[src/rtl/uvs_pkg.sv]
// ----------------------------------------------------------------------------
// UV sphere vertex generator package
// Shared types, register indexes, sine coefficients and fixed-point helpers.
// ----------------------------------------------------------------------------
package uvs_pkg;

  localparam logic [1:0] REG_RADIUS = 2'd0;
  localparam logic [1:0] REG_SLICES = 2'd1;
  localparam logic [1:0] REG_STACKS = 2'd2;

  localparam int NUM_W = 24;
  localparam int DIV_LANES = 3;

  localparam logic [31:0] SIN_C1 = 32'd1686629713;
  localparam logic [31:0] SIN_C3 = 32'd693598670;
  localparam logic [31:0] SIN_C5 = 32'd85569306;
  localparam logic [31:0] SIN_C7 = 32'd5026995;
  localparam logic [31:0] SIN_C9 = 32'd172272;

  typedef struct packed {
    logic [7:0]       rem;
    logic [NUM_W-1:0] num;
    logic [NUM_W-1:0] quo;
  } uvs_div_t;

  typedef struct packed {
    logic [31:0] p;
    logic [28:0] s;
    logic [14:0] t;
    logic        neg;
  } uvs_horner_t;

  typedef struct packed {
    logic        oor;
    logic        quad_valid;
    logic [15:0] quad_base;
    logic [15:0] quad_below;
  } uvs_side_t;

  typedef struct packed {
    logic [16:0] tex_u;
    logic [16:0] tex_v;
  } uvs_tex_t;

  // Product of two signed values rescaled by 2^-14, rounded half away from zero.
  function automatic logic signed [18:0] mul_q14(input logic signed [16:0] a,
                                                 input logic signed [16:0] b);
    logic [16:0] ma;
    logic [16:0] mb;
    logic [33:0] prod;
    logic [18:0] mag;
    ma   = a[16] ? 17'(-a) : 17'(a);
    mb   = b[16] ? 17'(-b) : 17'(b);
    prod = 34'(ma) * 34'(mb) + 34'd8192;
    mag  = 19'(prod >> 14);
    return (a[16] != b[16]) ? -signed'(mag) : signed'(mag);
  endfunction

endpackage

[src/rtl/uvs_div_cell.sv]
// ----------------------------------------------------------------------------
// Division cell
// One restoring long-division step: takes one numerator bit, yields one
// quotient bit and hands the partial remainder to the next cell.
// ----------------------------------------------------------------------------
module uvs_div_cell (
  input  logic            clk_i,
  input  logic            en_i,
  input  logic [7:0]      divisor_i,
  input  uvs_pkg::uvs_div_t cell_i,
  output uvs_pkg::uvs_div_t cell_o
);

  logic [8:0]        trial;
  logic              ge;
  uvs_pkg::uvs_div_t cell_d;
  uvs_pkg::uvs_div_t cell_q;

  always_comb begin
    trial = {cell_i.rem, cell_i.num[uvs_pkg::NUM_W-1]};
    ge    = trial >= {1'b0, divisor_i};
    cell_d.rem = ge ? 8'(trial - {1'b0, divisor_i}) : trial[7:0];
    cell_d.num = {cell_i.num[uvs_pkg::NUM_W-2:0], 1'b0};
    cell_d.quo = {cell_i.quo[uvs_pkg::NUM_W-2:0], ge};
  end

  always_ff @(posedge clk_i) begin
    if (en_i) begin
      cell_q <= cell_d;
    end
  end

  assign cell_o = cell_q;

endmodule

[config.mk]
export PLATFORM = sky130hd
export DESIGN_NAME = uvs_div_cell
export DESIGN_NICKNAME = d
export VERILOG_FILES = /design/src/rtl/uvs_pkg.sv /design/src/rtl/uvs_div_cell.sv
export SDC_FILE = /design/constraint.sdc
export NUM_CORES = 1
export LEC_CHECK = 0
export ABC_CLOCK_PERIOD_IN_PS = 3000
export BUFFER_PORTS_ARGS = -buffer_cell sky130_fd_sc_hd__buf_4
export CAP_MARGIN = 10
export CORE_MARGIN = 2
export CORE_UTILIZATION = 44
export DETAILED_ROUTE_END_ITERATION = 8
export HOLD_SLACK_MARGIN = 0.15
export MAX_ROUTING_LAYER = met4
export PLACE_DENSITY_LB_ADDON = 0.25
export SETUP_SLACK_MARGIN = 0.15
export SLEW_MARGIN = 20
export SYNTH_ARGS = -nofsm -noshare
export SYNTH_HDL_FRONTEND = slang
export SYNTH_SLANG_ARGS = --single-unit
[constraint.sdc]
create_clock -name clk_i -period 3 [get_ports clk_i]
set_clock_uncertainty 0.15 [all_clocks]
set_input_delay 0.15 -clock clk_i [delete_from_list [all_inputs] [get_ports clk_i]]
set_output_delay 0.15 -clock clk_i [all_outputs]
set_load 0.1 [all_outputs]
---- Yosys cells after proc, flatten, opt, wreduce, memory -nomap -nowiden ----
Index checks and enable logic that the tools add are counted.
W data, S select, Z words.
storage, ports and cells
  input port bits ......................... 66
  bits in registers ....................... 55
  latch bits .............................. 0
  bits in writable memories ............... 0
  bits in read-only memories .............. 0
  logic and storage cells ................. 6
  memories ................................ 0
cells by class
  equal/unequal tests ..................... 0
  bitwise operators ....................... 0
  magnitude comparators ................... 1
  shift operators ......................... 0
  add/subtract/negate cells ............... 1
  muxes and demuxes ....................... 1
  reduce and logical (&&, ||, !) cells .... 0
  divide/modulo/power cells ............... 0
  multiply operators ...................... 0
operators with widths
  operator       count
  $ge A9 B8 Y1   1
  $mux W8        1
  $sub A8 B8 Y8  1

---- Logic depth before layout (Yosys ltp) ----
  word-level depth ........................ 2
  depth in mapped cells ................... 9
  gate-level depth less buffers ........... 8

---- Worst setup path before layout ----
Ideal clock, no wire load.
  path type ............................... input port to flip-flop
  from .................................... input divisor_i[6]
  to ...................................... register cell_q, in the netlist cell_o[50] (data pin)
  data arrival time ....................... 1.686 ns
  required time ........................... 2.590 ns
  library setup time ...................... 0.260 ns
  slack ................................... 0.904 ns
  cell stages on the path ................. 7
  cell sequence ........................... inv_1 ha_1 a21o_1 a2111oi_2 o21a_1 buf_6 mux2_4
RTL lines
  item                  RTL line            RTL
  start, declared       uvs_div_cell.sv:9   input logic [7:0] divisor_i,
  end signal, assigned  uvs_div_cell.sv:29  cell_q <= cell_d;
  end, declared         uvs_div_cell.sv:17  uvs_pkg::uvs_div_t cell_q;

==> impl_metrics.yaml <==
clock_network:
  clk_pin_slew_ns: 0.09
  postCtsSetupBuffers: 0
  cts_sinks: 55
  ctsResizeCount: 0
  cts_tree: "yes"
  ctsHtreeMaxLevel: 2
  root_buffer: "clkbuf_8"
  cts_hold_buf: 55
  clk_path_buf_depth: 2
  cts_buffers: 5
sta:
  fmax_ghz: 0.3656
  setup_viol: 0
  fin_ws_ns: 0.2650
  holdWs_ns: 0.1719
  fin_crit_sh: 0.9117
  maxSlewHeadroom: 0.5477
  rsz0062_at_grt: "no"
  hold_viol: 0
  setup_tns_ns: 0
  worstMarginPinSlew_ns: 0.6784
  period_needed_ns: 2.735
  finalMaxSlewViolations: 0
power_and_ir_drop:
  total_power_mw: 2.195
  power_density_mw_per_mm2: 580.1
  ir_drop_mv: 0.2554
  p_leak_nw: 1.650
global_routing:
  antenna_found_initial: 0
  grt_use_total: 0.2166
  grt_pass1_wl_um: 8549
  grt-ovfl-total: 0
  grt_pass1_vias: 1741
  grt_max_degree: 56
floorplanning:
  core_sq_mm: 0.004786
  die_area_sq_mm: 0.005587
  num_rows: 25
  start_util: 0.4601
  fp.dieW_um: 74.75
  die_height_um: 74.75
  io_pins: 122
setup_path:
  cp.required_ns: 2.90
  endpoint_kind: "flip-flop"
  crit_type: "primary input to flip-flop"
  critPathArrivalTime_ns: 2.63
  critPathLaunch: "cell_i[53]"
  path_max_fanout: 9
  critPathLaunchType: "primary input"
synthesis:
  synth_compound_area_frac: 0.06307
  yosys-top-cells-area: "edfxtp_1, ha_1, mux2_4"
  async_flop_share: 0
  synthCells: 123
  synth_ff_type: "edfxtp_1"
  seq_area_frac_synth: 0.7500
  synth_seq_cells: 55
  synth-xor-area-share: 0.01193
  yosysTopAreaCellShare: 0.7500
  yosysWarnings: 0
  synth_area_leader_cell: "edfxtp_1"
  synth-simple-area-share: 0.03466
  synth_top_family_by_area: "compound AO/OA/AOI/OAI gates"
  synth.mux.area_fraction: 0.05000
  netlist_area_sq_mm: 0.002202
  synth.net_count: 198
  synth-edff-count: 55
  avgSynthCellArea_sq_um: 17.90
  synthAdderAreaFrac: 0.05455
  synth_cell_types: 31
drt:
  drc_errors: 0
  antenna_left: 0
  via_count: 1707
  drt_first_pass_iters: 4
  dr.first_iter.drc_count: 66
  drt_wl_total_um: 6049
  avgRoutedWirePerCell_um: 16.39
  vias_per_cell: 4.626
finish:
  antenna_cells: 0
  areaGrowthSynthToFinish_pct: 71.82
  largest_reg_flops: 55
  drive_above_1_share: 0.4470
  design_area_sq_mm: 0.003784
  nFillCells: 280
  fin_nets: 376
hold_path:
  min_from: "divisor_i[1]"
  hold_class: "primary input to flip-flop"
place:
  gp_congestion: 0.7813
  place_area_sq_mm: 0.003149
  place_ws_ns: 0.5019
  io_buffers: 119
  post-dp-hpwl_um: 3624
status:
  outcome: "complete, no violations"
run:
  cap_violations: 0
==> cell usage after synthesis, types with 2 or more instances <==
cell and count:
a21o_1 2, edfxtp_1 55, mux2i_1 2, nor3_1 3, o21ai_0 2, nand2b_1 2, nor2_1 4, mux2_4 6
nand3_1 2, buf_6 2, a21oi_1 2, xnor2_1 3, o21a_1 2, inv_1 12, ha_1 8
==> placed cells by master, fill, tap and decap left out, types with 2 or more instances in the layout <==
cell,netlist,layout
buf_4,1,119
edfxtp_1,55,55
dlygate4sd3_1,0,55
inv_1,12,12
ha_1,8,8
mux2_4,6,6
clkbuf_8,0,5
nor2_1,4,4
nor3_1,3,3
xnor2_1,3,3
nand3_1,2,2
nand2b_1,2,2
a21o_1,2,2
o21a_1,2,2
o21ai_0,2,2
a21oi_1,2,2
mux2i_1,2,2
clkinv_1,0,2
==> metrics by stage <==
step,std cells,utilization
final,369,0.7906
after global routing,369,0.7906
after CTS,369,0.7906
after detailed placement,306,0.6580
after global placement,306,0.6580
after floorplan,123,-
==> where the power goes <==
group | internal [mW] | total (mW) | switching, mW
Sequential | 0.926 | 0.949 | 0.0224
Clock | 0.159 | 0.377 | 0.218
Combinational | 0.244 | 0.869 | 0.625
Total | 1.33 | 2.19 | 0.866
==> worst max-delay path, stage by stage <==
cell           delay (ns)
dlygate4sd3_1        0.54
buf_4                0.14
ha_1                 0.36
a21o_1               0.25
a2111oi_2            0.36
o21a_1               0.50
mux2_4               0.34
==> logic make-up after synthesis <==
kind of cell / count (synthesis)
buf+inv: 15
xor+xnor: 3
mux: 8
other cells: 1
simple gates: 15
fa+ha+maj: 9
flops: 55
compound gates: 17
==> final cells by class <==
type                            instances  area, sq um  share of cell area
Clock buffer                            5        68.82             0.01819
Clock inverter                          3        15.01            0.003968
Inverter                               12        45.04             0.01190
Multi-Input combinational cell         53        475.5              0.1257
Sequential cell                        55         1652              0.4365
Tap cell                               67        83.83             0.02216
Timing Repair Buffer                  174         1444              0.3816
==> per-layer routing <==
metal	GRT usage	up-vias	wire length, um
li1	-	815	-
met2	0.4002	87	3221
met3	0.04819	11	465
met4	0.07341	0	118
met1	0.2267	794	2244
met5	-	-	0
==> worst paths after layout <==
| check | endpoint | depth (start not counted) |
|---|---|---|
| worst max-delay path | cell_o[55]$_DFFE_PP_ | 7 |
| worst min-delay path | cell_o[49]$_DFFE_PP_ | 3 |
Power figures use the tool's default switching activity.
